**src/design/rs_syndrome_calculator_macros.svh**
```systemverilog
// assertion macros for the reed-solomon syndrome calculator
`ifndef RS_SYNDROME_CALCULATOR_MACROS_SVH
`define RS_SYNDROME_CALCULATOR_MACROS_SVH

// same-cycle implication, sampled on the rising clock edge outside reset
`define RSC_ASSERT_SAME(label, ante, cons, msg) \
  label: assert property (@(posedge clk_i) disable iff (!rst_ni) (ante) |-> (cons)) \
    else $error(msg);

// next-cycle implication, sampled on the rising clock edge outside reset
`define RSC_ASSERT_NEXT(label, ante, cons, msg) \
  label: assert property (@(posedge clk_i) disable iff (!rst_ni) (ante) |=> (cons)) \
    else $error(msg);

`endif

```
**src/design/rsc_pkg.sv**
```systemverilog
// shared constants, types and gf(32) arithmetic for the syndrome calculator
`timescale 1ns / 1ps

package rsc_pkg;

  localparam int SYM_W              = 5;
  localparam int GF_ORDER           = 31;
  localparam int CORRECTABLE_ERRORS = 1;
  localparam int NUM_SYN            = 2 * CORRECTABLE_ERRORS;
  localparam int CNT_W              = $clog2(NUM_SYN + 1);
  localparam int POS_W              = 5;

  localparam logic [POS_W-1:0] LAST_POS = POS_W'(GF_ORDER - 1);
  localparam logic [SYM_W-1:0] GF_ONE   = SYM_W'(1);
  // x^5 = x^2 + 1
  localparam logic [SYM_W-1:0] GF_POLY_LOW = 5'b00101;

  // alpha^e in polynomial form
  localparam logic [SYM_W-1:0] GF_EXP [GF_ORDER] = '{
    5'd1,  5'd2,  5'd4,  5'd8,  5'd16, 5'd5,  5'd10, 5'd20,
    5'd13, 5'd26, 5'd17, 5'd7,  5'd14, 5'd28, 5'd29, 5'd31,
    5'd27, 5'd19, 5'd3,  5'd6,  5'd12, 5'd24, 5'd21, 5'd15,
    5'd30, 5'd25, 5'd23, 5'd11, 5'd22, 5'd9,  5'd18
  };

  // control that every cell sees in the same cycle
  typedef struct packed {
    logic step;   // symbol transfer this cycle
    logic wrap;   // that symbol closes the codeword
    logic shift;  // result transfer, hold chain moves one place
  } rsc_ctrl_t;

  function automatic logic [SYM_W-1:0] gf_mul(input logic [SYM_W-1:0] a,
                                              input logic [SYM_W-1:0] b);
    logic [SYM_W-1:0] r;
    r = '0;
    for (int k = SYM_W - 1; k >= 0; k--) begin
      r = {r[SYM_W-2:0], 1'b0} ^ (r[SYM_W-1] ? GF_POLY_LOW : '0);
      if (b[k]) begin
        r = r ^ a;
      end
    end
    return r;
  endfunction

endpackage

```
**src/design/rs_syndrome_calculator.sv**
```systemverilog
// top level of the reed-solomon syndrome calculator over gf(32)
`timescale 1ns / 1ps

// Reed-Solomon syndrome calculator over GF(32), field polynomial x^5+x^2+1.
// A codeword is 31 five-bit symbols, symbol j being the coefficient of x^j,
// sent first to last. One symbol is taken per cycle, back to back: a row of
// 2T identical cells each keeps one syndrome S_i and the power alpha^(i*j)
// of the current position, and all cells fold the symbol in within the same
// cycle. On the 31st symbol the finished syndromes drop into a hold chain
// that shifts towards the output, one transfer per cycle, S_1 first and S_2T
// flagged as last. Input stalls only when the output side holds results
// back so long that the closing symbol of the next codeword arrives while
// syndromes of the previous one still wait; the closing symbol is then held
// until the chain has emptied. S_1 is offered in the cycle after the
// closing symbol is taken.

module rs_syndrome_calculator (
  input  logic                      clk_i,
  input  logic                      rst_ni,
  input  logic                      in_valid_i,
  output logic                      in_ready_o,
  input  logic [rsc_pkg::SYM_W-1:0] symbol_i,
  output logic                      out_valid_o,
  input  logic                      out_ready_i,
  output logic [rsc_pkg::SYM_W-1:0] syndrome_number_o,
  output logic [rsc_pkg::SYM_W-1:0] syndrome_value_o,
  output logic                      last_syndrome_o
);
  import rsc_pkg::*;

  `include "rs_syndrome_calculator_macros.svh"

  // position of the next symbol within the codeword
  logic [POS_W-1:0] pos_q, pos_d;
  // results still waiting in the hold chain
  logic [CNT_W-1:0] cnt_q, cnt_d;

  logic      in_xfer, out_xfer, at_last;
  rsc_ctrl_t ctrl;

  // hold chain links, the far end shifts in zeros
  logic [SYM_W-1:0] hold [NUM_SYN+1];

  assign at_last  = (pos_q == LAST_POS);
  // closing symbol waits for an empty hold chain
  assign in_ready_o = !at_last || (cnt_q == '0);
  assign in_xfer    = in_valid_i && in_ready_o;
  assign out_valid_o = (cnt_q != '0);
  assign out_xfer    = out_valid_o && out_ready_i;

  assign ctrl.step  = in_xfer;
  assign ctrl.wrap  = at_last;
  assign ctrl.shift = out_xfer;

  always_comb begin
    pos_d = pos_q;
    cnt_d = cnt_q;
    if (in_xfer) begin
      pos_d = at_last ? '0 : pos_q + POS_W'(1);
    end
    // a load only ever happens into an empty chain, so no overlap with a shift
    if (in_xfer && at_last) begin
      cnt_d = CNT_W'(NUM_SYN);
    end else if (out_xfer) begin
      cnt_d = cnt_q - CNT_W'(1);
    end
  end

  always_ff @(posedge clk_i or negedge rst_ni) begin
    if (!rst_ni) begin
      pos_q <= '0;
      cnt_q <= '0;
    end else begin
      pos_q <= pos_d;
      cnt_q <= cnt_d;
    end
  end

  assign hold[NUM_SYN] = '0;

  // cell k holds S_(k+1) and steps its power by alpha^(k+1) per symbol
  for (genvar k = 0; k < NUM_SYN; k++) begin : g_cell
    localparam logic [SYM_W-1:0] CellMult = GF_EXP[(k + 1) % GF_ORDER];
    rsc_cell u_cell (
      .clk_i    (clk_i),
      .rst_ni   (rst_ni),
      .ctrl_i   (ctrl),
      .symbol_i (symbol_i),
      .mult_i   (CellMult),
      .hold_i   (hold[k+1]),
      .hold_o   (hold[k])
    );
  end

  assign syndrome_value_o  = hold[0];
  assign syndrome_number_o = SYM_W'(NUM_SYN + 1 - int'(cnt_q));
  assign last_syndrome_o   = (cnt_q == CNT_W'(1));

  // closing symbol never taken while results of the last codeword wait
  `RSC_ASSERT_SAME(a_wrap_empty, in_xfer && at_last, cnt_q == '0, "wrap with full hold chain")
  // codeword end restarts the position and fills the chain
  `RSC_ASSERT_NEXT(a_wrap_load, in_xfer && at_last,
                   (pos_q == '0) && (cnt_q == CNT_W'(NUM_SYN)), "bad state after codeword end")
  // the flagged last result empties the chain
  `RSC_ASSERT_NEXT(a_last_drain, out_xfer && last_syndrome_o, cnt_q == '0,
                   "hold chain not empty after last result")
  // position stays within the codeword
  `RSC_ASSERT_SAME(a_pos_range, 1'b1, pos_q <= LAST_POS, "position out of range")

endmodule

```
**src/design/rsc_cell.sv**
```systemverilog
// one syndrome cell: accumulator, running power of alpha and a hold stage
`timescale 1ns / 1ps

module rsc_cell (
  input  logic                     clk_i,
  input  logic                     rst_ni,
  input  rsc_pkg::rsc_ctrl_t       ctrl_i,
  input  logic [rsc_pkg::SYM_W-1:0] symbol_i,
  input  logic [rsc_pkg::SYM_W-1:0] mult_i,
  input  logic [rsc_pkg::SYM_W-1:0] hold_i,
  output logic [rsc_pkg::SYM_W-1:0] hold_o
);
  import rsc_pkg::*;

  logic [SYM_W-1:0] acc_q, acc_d;
  logic [SYM_W-1:0] power_q, power_d;
  logic [SYM_W-1:0] hold_q, hold_d;
  logic [SYM_W-1:0] acc_sum;

  assign acc_sum = acc_q ^ gf_mul(symbol_i, power_q);

  always_comb begin
    acc_d   = acc_q;
    power_d = power_q;
    hold_d  = hold_q;
    if (ctrl_i.step) begin
      if (ctrl_i.wrap) begin
        acc_d   = '0;
        power_d = GF_ONE;
        hold_d  = acc_sum;
      end else begin
        acc_d   = acc_sum;
        power_d = gf_mul(power_q, mult_i);
      end
    end
    if (ctrl_i.shift) begin
      hold_d = hold_i;
    end
  end

  always_ff @(posedge clk_i or negedge rst_ni) begin
    if (!rst_ni) begin
      acc_q   <= '0;
      power_q <= GF_ONE;
    end else begin
      acc_q   <= acc_d;
      power_q <= power_d;
    end
  end

  always_ff @(posedge clk_i) begin
    hold_q <= hold_d;
  end

  assign hold_o = hold_q;

endmodule
```
**config.mk**
```make
export PLATFORM = sky130hd
export DESIGN_NAME = rs_syndrome_calculator
export DESIGN_NICKNAME = d
export VERILOG_FILES = /design/src/design/rsc_pkg.sv /design/src/design/rs_syndrome_calculator.sv /design/src/design/rsc_cell.sv
export VERILOG_INCLUDE_DIRS = /design/src /design/src/design
export SDC_FILE = /design/constraint.sdc
export NUM_CORES = 1
export LEC_CHECK = 0
export BUFFER_PORTS_ARGS = -buffer_cell sky130_fd_sc_hd__buf_4
export CORE_MARGIN = 5
export CORE_UTILIZATION = 45
export CTS_CLUSTER_DIAMETER = 50
export DETAILED_ROUTE_END_ITERATION = 8
export HOLD_SLACK_MARGIN = 0.12
export REMOVE_ABC_BUFFERS = 1
export SLEW_MARGIN = 40
export SYNTH_ARGS = -nofsm -noshare
export SYNTH_HDL_FRONTEND = slang
export SYNTH_SLANG_ARGS = --single-unit
export TNS_END_PERCENT = 20
```
**constraint.sdc**
```tcl
create_clock -name clk_i -period 5.2 [get_ports clk_i]
set_clock_uncertainty 0.2 [all_clocks]
set_input_delay 1.04 -clock clk_i [delete_from_list [all_inputs] [get_ports clk_i]]
set_output_delay 1.04 -clock clk_i [all_outputs]
set_load 0.03 [all_outputs]
```
# After elaboration in Yosys (flattened, before gate mapping)
# Index checks and enable logic that the tools add are counted.
# Widths: inputs -> output; s select.
# totals
ff_bits	37
# classes
n_addsub	3
n_eq_ne	2
n_mux	46
bitwise	26
n_reduce_logical	12
# ops
op	n
$mux 5	30
$xor 5x5->5	26
$mux 3	14
$reduce_bool 2->1	4
$add 5x1->5 const B	1
$eq 5x5->1 const B	1
$mux 2	2
$reduce_and 2->1	2
$logic_and 1x1->1	3
$sub 2x2->3 const A	1
$eq 2x1->1 const B	1
$logic_not 2->1	1
$sub 2x1->2 const B	1
$logic_not 1->1	1
$logic_or 1x1->1	1

# Depth between registers and ports, before layout
# Gate-level depths: netlist of the first run.
# logic_depth
ltp_word	21
depth_mapped	8
depth_no_buf	7

# By module
# Synthesis of the first run repeated with hierarchy kept, for this count alone.
# unflattened
cells_unflattened	348
hier_area_um2	3224.3
# by_module_without_submodules
mod	n_inst	cells_per_inst	area_per_inst_um2	seq_area_each_um2
rsc_cell	2	150	1386.3	401.6
rs_syndrome_calculator	1	48	451.7	175.2

# Least setup slack after synthesis of the first run
# No wires, ideal clock.
# synth_path
path_kind	input -> register
start	input port symbol_i[2] (netlist bit)
end	register g_cell[0].u_cell.hold_q[3], data pin
arrival_ns	2.195
t_required_ns	4.740
path_slack_ns	2.545
stages	6
path_buffers	1
path_cell_list	buf_4 nand2_1 xnor2_1 xnor2_2 xnor3_1 mux2_2
# synth_via
elab_chain_len	18
# synth_lines
item	line	rtl
from (decl)	rs_syndrome_calculator.sv:22	input logic [rsc_pkg::SYM_W-1:0] symbol_i,
$mux 5	rsc_pkg.sv:39	if (b[k]) begin
$xor 5x5->5	rsc_pkg.sv:38	r = {r[SYM_W-2:0], 1'b0} ^ (r[SYM_W-1] ? GF_POLY_LOW : '0);
$xor 5x5->5	rsc_pkg.sv:40	r = r ^ a;
$mux 5	rsc_pkg.sv:39	
$xor 5x5->5	rsc_pkg.sv:38	
$xor 5x5->5	rsc_pkg.sv:40	
$mux 5	rsc_pkg.sv:39	
$mux 3	rsc_pkg.sv:38	
[3 not listed]	--	
$xor 5x5->5 *	rsc_pkg.sv:38	
$xor 5x5->5	rsc_pkg.sv:40	
$mux 5 *	rsc_pkg.sv:39	
$xor 5x5->5 *	rsc_cell.sv:20	assign acc_sum = acc_q ^ gf_mul(symbol_i, power_q);
$mux 5 *	rsc_cell.sv:27	if (ctrl_i.wrap) begin
$mux 5 *	rsc_cell.sv:26	if (ctrl_i.step) begin
$mux 5 *	rsc_cell.sv:36	if (ctrl_i.shift) begin
net g_cell[0].u_cell.hold_d[3]	rsc_cell.sv:17	logic [SYM_W-1:0] hold_q, hold_d;
to (signal assigned)	rsc_cell.sv:52	hold_q <= hold_d;
to (decl)	rsc_cell.sv:17	
# Mark *: on every way through the listed nets, which the timed path passes. The rest lies on a longest branch. The select of a mux whose other input is x is not followed.
# A chain may end at the register's enable or synchronous reset.

# Final worst setup path of the first run
# layout_path
start	register pos_q[0]
end	output port in_ready_o
# layout_via
elab_chain_len	3
# layout_lines
item	line	rtl
from (decl)	rs_syndrome_calculator.sv:34	logic [POS_W-1:0] pos_q, pos_d;
from (signal assigned)	rs_syndrome_calculator.sv:74	pos_q <= pos_d;
$eq 5x5->1	rs_syndrome_calculator.sv:44	assign at_last = (pos_q == LAST_POS);
$logic_not 1->1	rs_syndrome_calculator.sv:46	assign in_ready_o = !at_last || (cnt_q == '0);
$logic_or 1x1->1	rs_syndrome_calculator.sv:46	
to (decl)	rs_syndrome_calculator.sv:21	output logic in_ready_o,
# No other way between the ends.

==> flow_results.xml, run 1 <==
<?xml version="1.0" encoding="UTF-8"?>
<metrics>
  <group name="detailed_routing">
    <metric name="routed-via-count" unit="">1627</metric>
    <metric name="dr.max_layer_used" unit="">met4</metric>
    <metric name="drtAntennaViolNets" unit="">0</metric>
    <metric name="route.detailed.wl_per_inst" unit="µm">14.67</metric>
    <metric name="drt_first_iter_violations" unit="">92</metric>
    <metric name="detailedRoute.firstPassIterationCount" unit="">4</metric>
    <metric name="route.layer.met1.wl" unit="µm">2250</metric>
    <metric name="detail_route.drc_violations" unit="">0</metric>
    <metric name="finalWirelength" unit="µm">4738</metric>
    <metric name="detailroute.wirelength.met3" unit="µm">224</metric>
    <metric name="vias_per_cell" unit="">5.037</metric>
    <metric name="wl_met2" unit="µm">2179</metric>
  </group>
  <group name="cts">
    <metric name="cts_tree" unit="">yes</metric>
    <metric name="postCtsHoldBufs" unit="">0</metric>
    <metric name="cts_repair_resizes" unit="">0</metric>
    <metric name="clock-sinks" unit="">37</metric>
    <metric name="post_cts_setup_inserts" unit="">0</metric>
    <metric name="clk_pin_slew_worst_paths" unit="ns">0.08</metric>
    <metric name="root_buffer" unit="">sky130_fd_sc_hd__clkbuf_8</metric>
    <metric name="max-clock-path-buffers" unit="">2</metric>
    <metric name="numCtsBuffers" unit="">5</metric>
    <metric name="clkLatencyLatePin" unit="ns">0.29</metric>
    <metric name="cts-htree-levels" unit="">2</metric>
  </group>
  <group name="timing">
    <metric name="timing.final.hold_violations" unit="">0</metric>
    <metric name="setup_viol" unit="">0</metric>
    <metric name="report.final.slew_viol_count" unit="">0</metric>
    <metric name="fin_tns_setup" unit="ns">0</metric>
    <metric name="max_clk_rate" unit="MHz">351.4</metric>
    <metric name="worst_slew_pin_slew" unit="ns">0.7904</metric>
    <metric name="final_period_minus_worst_setup_slack" unit="ns">2.846</metric>
    <metric name="timing.final.crit_share" unit="%">54.73</metric>
    <metric name="max_slew_margin" unit="%">47.18</metric>
    <metric name="grt_setup_unrepaired" unit="">false</metric>
  </group>
  <group name="setup_path">
    <metric name="type_of_the_setup_path_with_the_least_slack" unit="">flip-flop to output port</metric>
    <metric name="rr_endpoint" unit="">pos_q[2]$_DFFE_PN0P_</metric>
    <metric name="timing.critical_path.slowest_stage_cell" unit="">sky130_fd_sc_hd__dfrtp_1</metric>
    <metric name="r2r_start" unit="">pos_q[0]$_DFFE_PN0P_</metric>
    <metric name="path_buf_inv" unit="">2</metric>
    <metric name="worst_stage_delay_on_the_critical_path" unit="ns">0.43</metric>
    <metric name="worst_path_dominant_cell_family" unit="">flip-flops</metric>
    <metric name="critical_path_cell_count" unit="">5</metric>
    <metric name="maximum_fanout_along_the_worst_path" unit="">6</metric>
    <metric name="worstPathCellList" unit="">inv_1 &gt; ha_1 &gt; nand4_1 &gt; nand2b_1 &gt; buf_4</metric>
    <metric name="crit_path_start_kind" unit="">flip-flop</metric>
    <metric name="worstPathRequired" unit="ns">3.96</metric>
    <metric name="worstRegToRegCells" unit="">7</metric>
    <metric name="worstPathArrival" unit="ns">1.61</metric>
    <metric name="setup.worst_path.end_class" unit="">output port</metric>
    <metric name="reg2reg_setup_slack" unit="ns">2.90</metric>
  </group>
  <group name="global_routing">
    <metric name="overflow" unit="">0</metric>
    <metric name="first_global_vias" unit="">1571</metric>
    <metric name="antenna_found_initial" unit="">0</metric>
    <metric name="wire_length_of_the_first_global_routing_pass" unit="µm">7935</metric>
    <metric name="globalRouteTotalUtil" unit="%">16.00</metric>
    <metric name="grt_start_max_net_pins" unit="">28</metric>
  </group>
  <group name="pwr">
    <metric name="leakage" unit="nW">1.120</metric>
    <metric name="power.density" unit="mW/mm²">664.2</metric>
    <metric name="worst_ir_drop_vdd" unit="µV">299.7</metric>
  </group>
  <group name="floorplan">
    <metric name="floorplan.core_area" unit="mm²">0.005075</metric>
    <metric name="dieArea" unit="mm²">0.006700</metric>
    <metric name="floorplan.die.width" unit="µm">81.86</metric>
    <metric name="floorplan.rows" unit="">26</metric>
    <metric name="start_util" unit="%">45.78</metric>
    <metric name="die_height" unit="µm">81.86</metric>
    <metric name="io_pins" unit="">22</metric>
  </group>
  <group name="logic_synthesis">
    <metric name="syn_area" unit="mm²">0.002323</metric>
    <metric name="yosys.cell_types.count" unit="">32</metric>
    <metric name="syn_area_per_cell" unit="µm²">9.484</metric>
    <metric name="netlist_instances" unit="">245</metric>
    <metric name="yosysWarningCount" unit="">0</metric>
    <metric name="synth_seq_cells" unit="">37</metric>
    <metric name="synth.yosys.seq_area_share" unit="%">39.96</metric>
  </group>
  <group name="worst_hold_path">
    <metric name="min_delay_path_depth" unit="">2</metric>
    <metric name="timing.hold.worst.start" unit="">g_cell[1].u_cell.hold_o[1]$_SDFFE_PP0P_</metric>
    <metric name="hp-class" unit="">flip-flop to flip-flop</metric>
    <metric name="holdPathEnd" unit="">g_cell[1].u_cell.hold_o[1]$_SDFFE_PP0P_</metric>
  </group>
  <group name="final_layout">
    <metric name="syn_to_final_growth" unit="%">9.855</metric>
    <metric name="final_cells" unit="">323</metric>
    <metric name="mostFrequentLayoutCells" unit="">sky130_fd_sc_hd__nand2_1, sky130_fd_sc_hd__xnor2_1, sky130_fd_sc_hd__dfrtp_1, sky130_fd_sc_hd__buf_4</metric>
    <metric name="insertedDiodeCount" unit="">0</metric>
    <metric name="postLayoutCoreUtil" unit="%">50.30</metric>
    <metric name="layout_commonest_cell" unit="">sky130_fd_sc_hd__nand2_1</metric>
    <metric name="post_route_cells_drive_above_1_share" unit="%">14.23</metric>
    <metric name="final_nets" unit="">265</metric>
    <metric name="final_non_filler_cell_area" unit="mm²">0.002552</metric>
  </group>
  <group name="placed_design">
    <metric name="port_buffers" unit="">18</metric>
    <metric name="placer_s_final_routability_congestion_estimate" unit="">0.7880</metric>
    <metric name="post-place-cells" unit="">315</metric>
    <metric name="dp_hpwl" unit="µm">3265</metric>
    <metric name="place_area" unit="mm²">0.002442</metric>
  </group>
  <group name="run_status">
    <metric name="outcome" unit="">finished clean</metric>
  </group>
  <group name="flow_run">
    <metric name="cap_violations" unit="">0</metric>
  </group>
</metrics>
-- registers in the layout, indices dropped and copies added (netlist names) --
| signal | flops |
|---|---|
| pos_q | 5 |
| g_cell.u_cell.power_q | 10 |
| g_cell.u_cell.hold_o | 10 |
| g_cell.u_cell.acc_q | 10 |
| cnt_q | 2 |
-- area by class of cell --
type	count	area [µm²]
fillers	485	2522
multi-input cells	186	1276
flip-flops and latches	37	928.4
repair buffers	18	135.1
well taps	70	87.58
clock buffers	5	68.82
clock inverters	3	41.29
inverters	4	15.01
-- worst min-delay path, stage by stage, from the launching register on --
cell	delay, ns
sky130_fd_sc_hd__dfxtp_1	0.31
sky130_fd_sc_hd__nand3_1	0.05
sky130_fd_sc_hd__o21ai_0	0.06
-- power breakdown --
| group | switching, W | internal, W | leakage [nW] | total, W |
|---|---|---|---|---|
| Clock | 0.000105 | 0.000141 | 0.0518 | 0.000247 |
| Sequential | 0.000127 | 0.000430 | 0.415 | 0.000557 |
| Combinational | 0.000433 | 0.000458 | 0.653 | 0.000892 |
-- metal layers --
metal,GRT usage [%],vias to the layer above
li1,-,803
met1,21.49,783
met2,24.88,34
met3,3.509,7
met4,6.645,0
met5,0,-
-- cells in the mapped netlist, drive strengths merged --
library cell	number	area (µm²)
nand2	65	246.5
xnor2	34	320.3
dfrtp	25	625.6
o21ai	16	80.07
xor2	15	131.4
buf	12	81.32
a22o	9	78.83
clkbuf	8	30.03
a21oi	6	30.03
xnor3	6	135.1
dfxtp	5	100.1
edfxtp	5	150.1
mux2	5	56.30
nand3	5	25.02
and2	4	25.02
ha	4	50.05
inv	4	15.01
nor2	4	15.01
nand4	3	18.77
dfstp	2	52.55
o22a	2	17.52
a31oi	1	6.260
and3	1	6.260
conb	1	3.750
mux2i	1	10.01
nand2b	1	6.260
nor2b	1	6.260
-- worst max-delay path by stage --
stage / startpoint / endpoint
finish: pos_q[0]$_DFFE_PN0P_ / in_ready_o
CTS: pos_q[0]$_DFFE_PN0P_ / in_ready_o
global route: pos_q[0]$_DFFE_PN0P_ / in_ready_o
global placement: symbol_i[4] / g_cell[0].u_cell.hold_o[3]$_DFFE_PP_
floorplan: cnt_q[0]$_DFFE_PN0P_ / in_ready_o
detailed placement: symbol_i[4] / g_cell[0].u_cell.hold_o[3]$_DFFE_PP_
-- cell families (layout without fill, tap and decap cells) --
group | count (synthesis) | after routing | synth area share [%]
AOI/OAI and AO/OA | 34 | 34 | 9.155
xor gates and xnor gates | 55 | 55 | 25.26
adders and majority gates | 4 | 4 | 2.154
buffers and inverters | 24 | 30 | 5.438
DFF | 37 | 37 | 39.96
muxes | 6 | 6 | 2.854
other | 1 | 3 | 0.1614
and+or+nand+nor | 84 | 84 | 15.02
-- through the flow --
step	hold WS [ns]	setup WS [ns]	total power (W)
floorplan	0.2398	2.651	0.001251
global placement	0.2620	2.443	0.001455
detailed placement	0.2618	2.432	0.001465
global route	0.3111	2.176	0.001827
CTS	0.2784	2.339	0.001718
finish	0.2746	2.354	0.001695
No activity file was read; power rests on OpenSTA's default activity.
==> run 2: changes to the inputs <==
PLACE_DENSITY = 0.66   (was not set)
clock period = 2.4 ns   (was 5.2 ns; I/O delays follow)
==> run 2 against run 1 <==
Effect of this change:
- via count grew 0.18%
- core utilization grew 1.0 points
- critical path depth is the same
- wire length shrank 3.1%
- clock power grew 120%
- non-clock buffer count grew 4
- sequential share of layout area shrank 0.73 points
- die area is the same
- hold slack gained 0.0029 ns
- sequential power grew 120%
- final cell count grew 1.2%
- critical path type unchanged
- critical endpoint unchanged
- largest power group unchanged
==> flow_results.xml, run 2 (synthesis gave the netlist of run 1 again) <==
<?xml version="1.0" encoding="UTF-8"?>
<metrics>
  <group name="final_layout">
    <metric name="layout_commonest_cell" unit="">sky130_fd_sc_hd__nand2_1</metric>
    <metric name="insertedDiodeCount" unit="">0</metric>
    <metric name="mostFrequentLayoutCells" unit="">sky130_fd_sc_hd__nand2_1, sky130_fd_sc_hd__xnor2_1, sky130_fd_sc_hd__dfrtp_1, sky130_fd_sc_hd__buf_4</metric>
    <metric name="final_nets" unit="">269</metric>
    <metric name="post_route_cells_drive_above_1_share" unit="%">15.56</metric>
    <metric name="final_cells" unit="">327</metric>
    <metric name="syn_to_final_growth" unit="%">12.12</metric>
  </group>
  <group name="pwr">
    <metric name="p_comb_share" unit="%">53.3</metric>
    <metric name="clockPowerShare" unit="%">14.4</metric>
    <metric name="p_int" unit="W">0.002249</metric>
    <metric name="power_switching" unit="W">0.001465</metric>
    <metric name="power.switching_fraction" unit="%">39.45</metric>
    <metric name="worst_ir_drop_vdd" unit="µV">730.2</metric>
    <metric name="power.density" unit="mW/mm²">1426</metric>
    <metric name="leakage" unit="nW">1.154</metric>
    <metric name="seq_power_share" unit="%">32.3</metric>
  </group>
  <group name="cts">
    <metric name="cts-htree-levels" unit="">2</metric>
    <metric name="cts_tree" unit="">yes</metric>
    <metric name="numCtsBuffers" unit="">5</metric>
    <metric name="root_buffer" unit="">sky130_fd_sc_hd__clkbuf_8</metric>
    <metric name="clock-sinks" unit="">37</metric>
    <metric name="max-clock-path-buffers" unit="">2</metric>
    <metric name="clkLatencyLatePin" unit="ns">0.29</metric>
    <metric name="clk_pin_slew_worst_paths" unit="ns">0.07</metric>
  </group>
  <group name="placed_design">
    <metric name="placer_s_final_routability_congestion_estimate" unit="">0.8552</metric>
    <metric name="dp_hpwl" unit="µm">3285</metric>
    <metric name="post-place-cells" unit="">318</metric>
    <metric name="port_buffers" unit="">18</metric>
  </group>
  <group name="global_routing">
    <metric name="grt_start_max_net_pins" unit="">28</metric>
    <metric name="globalRouteTotalUtil" unit="%">15.66</metric>
    <metric name="antenna_found_initial" unit="">0</metric>
    <metric name="first_global_vias" unit="">1571</metric>
    <metric name="overflow" unit="">0</metric>
    <metric name="wire_length_of_the_first_global_routing_pass" unit="µm">7755</metric>
  </group>
  <group name="worst_hold_path">
    <metric name="hp-class" unit="">input pin to flip-flop</metric>
    <metric name="holdPathEnd" unit="">pos_q[2]$_DFFE_PN0P_</metric>
    <metric name="timing.hold.worst.start" unit="">in_valid_i</metric>
    <metric name="min_delay_path_depth" unit="">3</metric>
  </group>
  <group name="setup_path">
    <metric name="crit_path_start_kind" unit="">flip-flop</metric>
    <metric name="worstPathArrival" unit="ns">1.56</metric>
    <metric name="type_of_the_setup_path_with_the_least_slack" unit="">flip-flop to output port</metric>
    <metric name="worstPathRequired" unit="ns">1.72</metric>
    <metric name="worstRegToRegCells" unit="">5</metric>
    <metric name="reg2reg_setup_slack" unit="ns">0.30</metric>
    <metric name="maximum_fanout_along_the_worst_path" unit="">6</metric>
    <metric name="r2r_start" unit="">g_cell[0].u_cell.power_q[4]$_DFFE_PN0P_</metric>
    <metric name="setup.worst_path.end_class" unit="">output port</metric>
    <metric name="rr_endpoint" unit="">g_cell[0].u_cell.hold_o[3]$_DFFE_PP_</metric>
  </group>
  <group name="timing">
    <metric name="timing.final.hold_violations" unit="">0</metric>
    <metric name="report.final.slew_viol_count" unit="">0</metric>
    <metric name="max_clk_rate" unit="MHz">446.9</metric>
    <metric name="setup_viol" unit="">0</metric>
    <metric name="worst_hold_margin" unit="ns">0.2775</metric>
    <metric name="grt_setup_unrepaired" unit="">false</metric>
    <metric name="fin_tns_setup" unit="ns">0</metric>
    <metric name="timing.final.crit_share" unit="%">93.24</metric>
    <metric name="final_period_minus_worst_setup_slack" unit="ns">2.238</metric>
  </group>
  <group name="flow_run">
    <metric name="cap_violations" unit="">0</metric>
  </group>
  <group name="floorplan">
    <metric name="floorplan.rows" unit="">26</metric>
    <metric name="io_pins" unit="">22</metric>
    <metric name="dieArea" unit="mm²">0.006700</metric>
    <metric name="floorplan.die.width" unit="µm">81.86</metric>
    <metric name="floorplan.core_area" unit="mm²">0.005075</metric>
    <metric name="die_height" unit="µm">81.86</metric>
    <metric name="start_util" unit="%">45.78</metric>
  </group>
  <group name="detailed_routing">
    <metric name="route.detailed.wl_per_inst" unit="µm">14.03</metric>
    <metric name="detailedRoute.firstPassIterationCount" unit="">4</metric>
    <metric name="drtAntennaViolNets" unit="">0</metric>
    <metric name="detail_route.drc_violations" unit="">0</metric>
    <metric name="vias_per_cell" unit="">4.985</metric>
    <metric name="routed-via-count" unit="">1630</metric>
    <metric name="finalWirelength" unit="µm">4589</metric>
    <metric name="drt_first_iter_violations" unit="">177</metric>
  </group>
  <group name="run_status">
    <metric name="outcome" unit="">finished clean</metric>
  </group>
</metrics>
## run 2: cell type report
class / instances / area, µm²
clock buffer: 5 / 68.82
clock inverter: 3 / 41.29
fill: 486 / 2470
inverter: 4 / 15.01
multi-input combinational: 186 / 1284
sequential: 37 / 928.4
tap: 70 / 87.58
timing repair buffer: 22 / 180.2
## run 2: critical path, cell delays in order (launching register included)
cell and delay (ns):
sky130_fd_sc_hd__dfrtp_1 0.44, sky130_fd_sc_hd__inv_1 0.09, sky130_fd_sc_hd__ha_1 0.20, sky130_fd_sc_hd__nand4_1 0.18
sky130_fd_sc_hd__nand2b_4 0.20, sky130_fd_sc_hd__buf_4 0.16
## run 2: repair_timing
item	in CTS	in global routing
setup buffers	0	0
endpoints found under the setup margin	0	1
hold endpoints to repair	25	0
resized for setup	0	1
hold buffers	1	0
## run 2: how the worst max path moves through the flow
stage                          from                                   end  slack, ns
4_1_cts        pos_q[0]$_DFFE_PN0P_                            in_ready_o       0.12
3_3_place_gp            symbol_i[4]  g_cell[0].u_cell.hold_o[3]$_DFFE_PP_       0.20
6_report       pos_q[0]$_DFFE_PN0P_                            in_ready_o       0.16
3_5_place_dp            symbol_i[4]  g_cell[0].u_cell.hold_o[3]$_DFFE_PP_       0.19
2_1_floorplan  cnt_q[0]$_DFFE_PN0P_                  pos_q[2]$_DFFE_PN0P_       0.08
5_1_grt        pos_q[0]$_DFFE_PN0P_                            in_ready_o       0.03
## run 2: layer usage
| layer | GRT usage [%] | wire (µm) | part of all wire (%) |
|---|---|---|---|
| met1 | 20.76 | 2063 | 45 |
| met2 | 24.47 | 2266 | 49 |
| met3 | 3.728 | 177 | 3.9 |
| met4 | 6.478 | 81 | 1.8 |
| met5 | 0 | 0 | 0 |
## run 2: power groups by stage
stage | clock, W | sequential (W) | combinational [W]
after floorplan | 0 | 0.00123 | 0.00148
after global placement | 0 | 0.00121 | 0.00196
after detailed placement | 0 | 0.00121 | 0.00200
after CTS | 0.000552 | 0.00120 | 0.00201
after global routing | 0.000569 | 0.00125 | 0.00219
final | 0.000536 | 0.00120 | 0.00198
## run 2: metrics by stage
step | util, % | total power (W) | worst slack (ns) | cell area, µm²
final | 51.33 | 0.003714 | 0.1622 | 2605
after global routing | 51.33 | 0.004003 | 0.03266 | 2605
after CTS | 51.18 | 0.003757 | 0.1166 | 2597
after detailed placement | 48.82 | 0.003207 | 0.1920 | 2477
after global placement | 48.82 | 0.003174 | 0.1987 | 2477
after floorplan | - | 0.002711 | 0.07673 | 2220
==> run 3: changes to the inputs <==
--- a/config.mk
+++ b/config.mk
@@ -8,7 +8,9 @@
 export LEC_CHECK = 0
 export BUFFER_PORTS_ARGS = -buffer_cell sky130_fd_sc_hd__buf_4
+export CAP_MARGIN = 20
 export CORE_MARGIN = 5
 export CORE_UTILIZATION = 45
 export CTS_CLUSTER_DIAMETER = 50
+export CTS_CLUSTER_SIZE = 20
 export DETAILED_ROUTE_END_ITERATION = 8
 export HOLD_SLACK_MARGIN = 0.12
==> constraint.sdc (replaced) <==
create_clock -name clk_i -period 2.4 [get_ports clk_i]
set_clock_uncertainty 0.2 [all_clocks]
set_input_delay 0.12 -clock clk_i [delete_from_list [all_inputs] [get_ports clk_i]]
set_output_delay 0.12 -clock clk_i [all_outputs]
set_load 0.03 [all_outputs]
==> run 3 against run 2 <==
Effect of this change:
- wire length rose by 2.8%
- register-to-register slack improved by 0.02 ns
- critical path type is now flip-flop to flip-flop
- clock power decreased by 20%
- first-iteration DRC count down 58%
- largest power group unchanged
- die area is the same
- flip-flop and latch count is the same
- global-route usage up 0.24 points
- critical endpoint is now g_cell[0].u_cell.acc_q[3]$_DFFE_PN0P_
- final cell count increased by 0.31%
- final area shrank 0.48%
- hold slack worse by 0.13 ns
- via count increased by 0.61%
==> flow_results.xml, run 3 (synthesis gave the netlist of run 1 again) <==
<?xml version="1.0" encoding="UTF-8"?>
<metrics>
  <group name="cts">
    <metric name="cts-htree-levels" unit="">2</metric>
    <metric name="clock-sinks" unit="">37</metric>
    <metric name="cts_tree" unit="">yes</metric>
    <metric name="max-clock-path-buffers" unit="">2</metric>
    <metric name="post_cts_setup_inserts" unit="">0</metric>
    <metric name="clk_pin_slew_worst_paths" unit="ns">0.08</metric>
    <metric name="clkLatencyLatePin" unit="ns">0.29</metric>
    <metric name="numCtsBuffers" unit="">5</metric>
    <metric name="root_buffer" unit="">sky130_fd_sc_hd__clkbuf_8</metric>
    <metric name="cts_repair_resizes" unit="">0</metric>
  </group>
  <group name="setup_path">
    <metric name="reg2reg_setup_slack" unit="ns">0.32</metric>
    <metric name="critical_path_cell_count" unit="">7</metric>
    <metric name="worst_setup_ep" unit="">g_cell[0].u_cell.acc_q[3]$_DFFE_PN0P_</metric>
    <metric name="maximum_fanout_along_the_worst_path" unit="">13</metric>
    <metric name="worstPathArrival" unit="ns">2.06</metric>
    <metric name="worst_stage_delay_on_the_critical_path" unit="ns">0.43</metric>
    <metric name="worstPathCellList" unit="">inv_1 &gt; ha_1 &gt; nand4_1 &gt; nand2b_1 &gt; nand2_1 &gt; buf_12 &gt; a22o_1</metric>
    <metric name="type_of_the_setup_path_with_the_least_slack" unit="">flip-flop to flip-flop</metric>
    <metric name="worstPathRequired" unit="ns">2.38</metric>
    <metric name="path_buf_inv" unit="">2</metric>
    <metric name="worst_path_dominant_cell_family" unit="">simple AND/OR/NAND/NOR gates</metric>
    <metric name="startpoint" unit="">pos_q[0]$_DFFE_PN0P_</metric>
    <metric name="setup.worst_path.end_class" unit="">flip-flop</metric>
    <metric name="timing.critical_path.slowest_stage_cell" unit="">sky130_fd_sc_hd__dfrtp_1</metric>
    <metric name="crit_path_start_kind" unit="">flip-flop</metric>
    <metric name="worstRegToRegCells" unit="">7</metric>
    <metric name="r2r_start" unit="">pos_q[0]$_DFFE_PN0P_</metric>
    <metric name="rr_endpoint" unit="">g_cell[0].u_cell.acc_q[3]$_DFFE_PN0P_</metric>
  </group>
  <group name="detailed_routing">
    <metric name="finalWirelength" unit="µm">4717</metric>
    <metric name="drt_first_iter_violations" unit="">75</metric>
    <metric name="drtAntennaViolNets" unit="">0</metric>
    <metric name="routed-via-count" unit="">1640</metric>
    <metric name="detail_route.drc_violations" unit="">0</metric>
    <metric name="detailedRoute.firstPassIterationCount" unit="">4</metric>
    <metric name="route.detailed.wl_per_inst" unit="µm">14.38</metric>
    <metric name="vias_per_cell" unit="">5.000</metric>
  </group>
  <group name="timing">
    <metric name="final_period_minus_worst_setup_slack" unit="ns">2.083</metric>
    <metric name="timing.final.hold_violations" unit="">0</metric>
    <metric name="grt_setup_unrepaired" unit="">false</metric>
    <metric name="max_clk_rate" unit="MHz">480.1</metric>
    <metric name="report.final.slew_viol_count" unit="">0</metric>
    <metric name="fin_tns_setup" unit="ns">0</metric>
    <metric name="setup_viol" unit="">0</metric>
    <metric name="timing.final.crit_share" unit="%">86.79</metric>
  </group>
  <group name="floorplan">
    <metric name="io_pins" unit="">22</metric>
    <metric name="floorplan.rows" unit="">26</metric>
    <metric name="dieArea" unit="mm²">0.006700</metric>
    <metric name="floorplan.die.width" unit="µm">81.86</metric>
    <metric name="start_util" unit="%">45.78</metric>
    <metric name="die_height" unit="µm">81.86</metric>
    <metric name="floorplan.core_area" unit="mm²">0.005075</metric>
  </group>
  <group name="global_routing">
    <metric name="wire_length_of_the_first_global_routing_pass" unit="µm">7872</metric>
    <metric name="first_global_vias" unit="">1598</metric>
    <metric name="grt_start_max_net_pins" unit="">26</metric>
    <metric name="globalRouteTotalUtil" unit="%">15.90</metric>
    <metric name="overflow" unit="">0</metric>
    <metric name="antenna_found_initial" unit="">0</metric>
  </group>
  <group name="worst_hold_path">
    <metric name="hp-class" unit="">input pin to asynchronous set/reset pin</metric>
  </group>
  <group name="final_layout">
    <metric name="final_non_filler_cell_area" unit="mm²">0.002592</metric>
    <metric name="layout_commonest_cell" unit="">sky130_fd_sc_hd__nand2_1</metric>
    <metric name="post_route_cells_drive_above_1_share" unit="%">15.12</metric>
    <metric name="syn_to_final_growth" unit="%">11.58</metric>
    <metric name="final_nets" unit="">270</metric>
    <metric name="final_cells" unit="">328</metric>
    <metric name="insertedDiodeCount" unit="">0</metric>
    <metric name="postLayoutCoreUtil" unit="%">51.08</metric>
    <metric name="mostFrequentLayoutCells" unit="">sky130_fd_sc_hd__nand2_1, sky130_fd_sc_hd__xnor2_1, sky130_fd_sc_hd__dfrtp_1, sky130_fd_sc_hd__buf_4</metric>
  </group>
  <group name="pwr">
    <metric name="worst_ir_drop_vdd" unit="µV">610.4</metric>
    <metric name="power.density" unit="mW/mm²">1391</metric>
    <metric name="leakage" unit="nW">1.145</metric>
  </group>
  <group name="placed_design">
    <metric name="place_area" unit="mm²">0.002470</metric>
    <metric name="port_buffers" unit="">18</metric>
    <metric name="post-place-cells" unit="">317</metric>
    <metric name="dp_hpwl" unit="µm">3328</metric>
    <metric name="placer_s_final_routability_congestion_estimate" unit="">0.7786</metric>
  </group>
  <group name="run_status">
    <metric name="outcome" unit="">finished clean</metric>
  </group>
  <group name="flow_run">
    <metric name="cap_violations" unit="">0</metric>
  </group>
</metrics>
[run 3: cell types whose count changed in the layout (fill, tap and decap cells not counted), sizes merged]
cell	before	now
bufinv	1	0
clkbuf	5	6
clkinv	1	2
clkinvlp	1	0
dlygate4sd3	1	2
[run 3: worst min-delay path by stage]
stage | to | start | cells after the start
floorplan | cnt_q[0]$_DFFE_PN0P_ | rst_ni | 0
global placement | g_cell[1].u_cell.power_q[3]$_DFFE_PN0P_ | rst_ni | 1
detailed placement | g_cell[1].u_cell.power_q[3]$_DFFE_PN0P_ | rst_ni | 1
CTS | g_cell[0].u_cell.power_q[0]$_DFFE_PN1P_ | rst_ni | 2
global route | g_cell[0].u_cell.power_q[0]$_DFFE_PN1P_ | rst_ni | 2
finish | g_cell[0].u_cell.power_q[2]$_DFFE_PN0P_ | rst_ni | 3
[run 3: what timing repair did]
action / in CTS / in global routing
endpoints found under the setup margin: 0 / 0
hold buffers: 3 / 0
endpoints found under the hold margin: 31 / 0
[run 3: power by group]
part	switching (W)	internal, W	leakage, nW	total [W]
logic	0.000970	0.00101	0.685	0.00198
clock network	0.000227	0.000201	0.0450	0.000428
registers	0.000269	0.000932	0.415	0.00120
[run 3: metal layers]
metal	global-route usage, %	vias to the layer above	share of wire, %
met5	0	-	0
li1	-	817	-
met3	4.825	4	3.2
met2	26.09	30	50
met4	5.482	0	1.1
met1	19.79	789	45
[run 3: area by class of cell]
type / count / area, µm²
multi-input cells: 186 / 1276
fillers: 483 / 2482
well taps: 70 / 87.58
flip-flops and latches: 37 / 928.4
inverters: 4 / 15.01
clock buffers: 6 / 72.57
repair buffers: 23 / 202.7
clock inverters: 2 / 10.01
[run 3: through the flow]
step	hold slack (ns)	setup slack, ns	total power, W
floorplan	-0.3756	0.07673	0.002711
global placement	-0.1337	0.3334	0.003161
detailed placement	-0.1376	0.3220	0.003213
CTS	0.1275	0.3093	0.003654
global route	0.1314	0.1460	0.003894
finish	0.1438	0.3171	0.003606
[run 3: worst min-delay path, stage by stage]
cell and delay (ns):
sky130_fd_sc_hd__dlygate4sd3_1 0.53, sky130_fd_sc_hd__buf_4 0.15, sky130_fd_sc_hd__buf_12 0.19
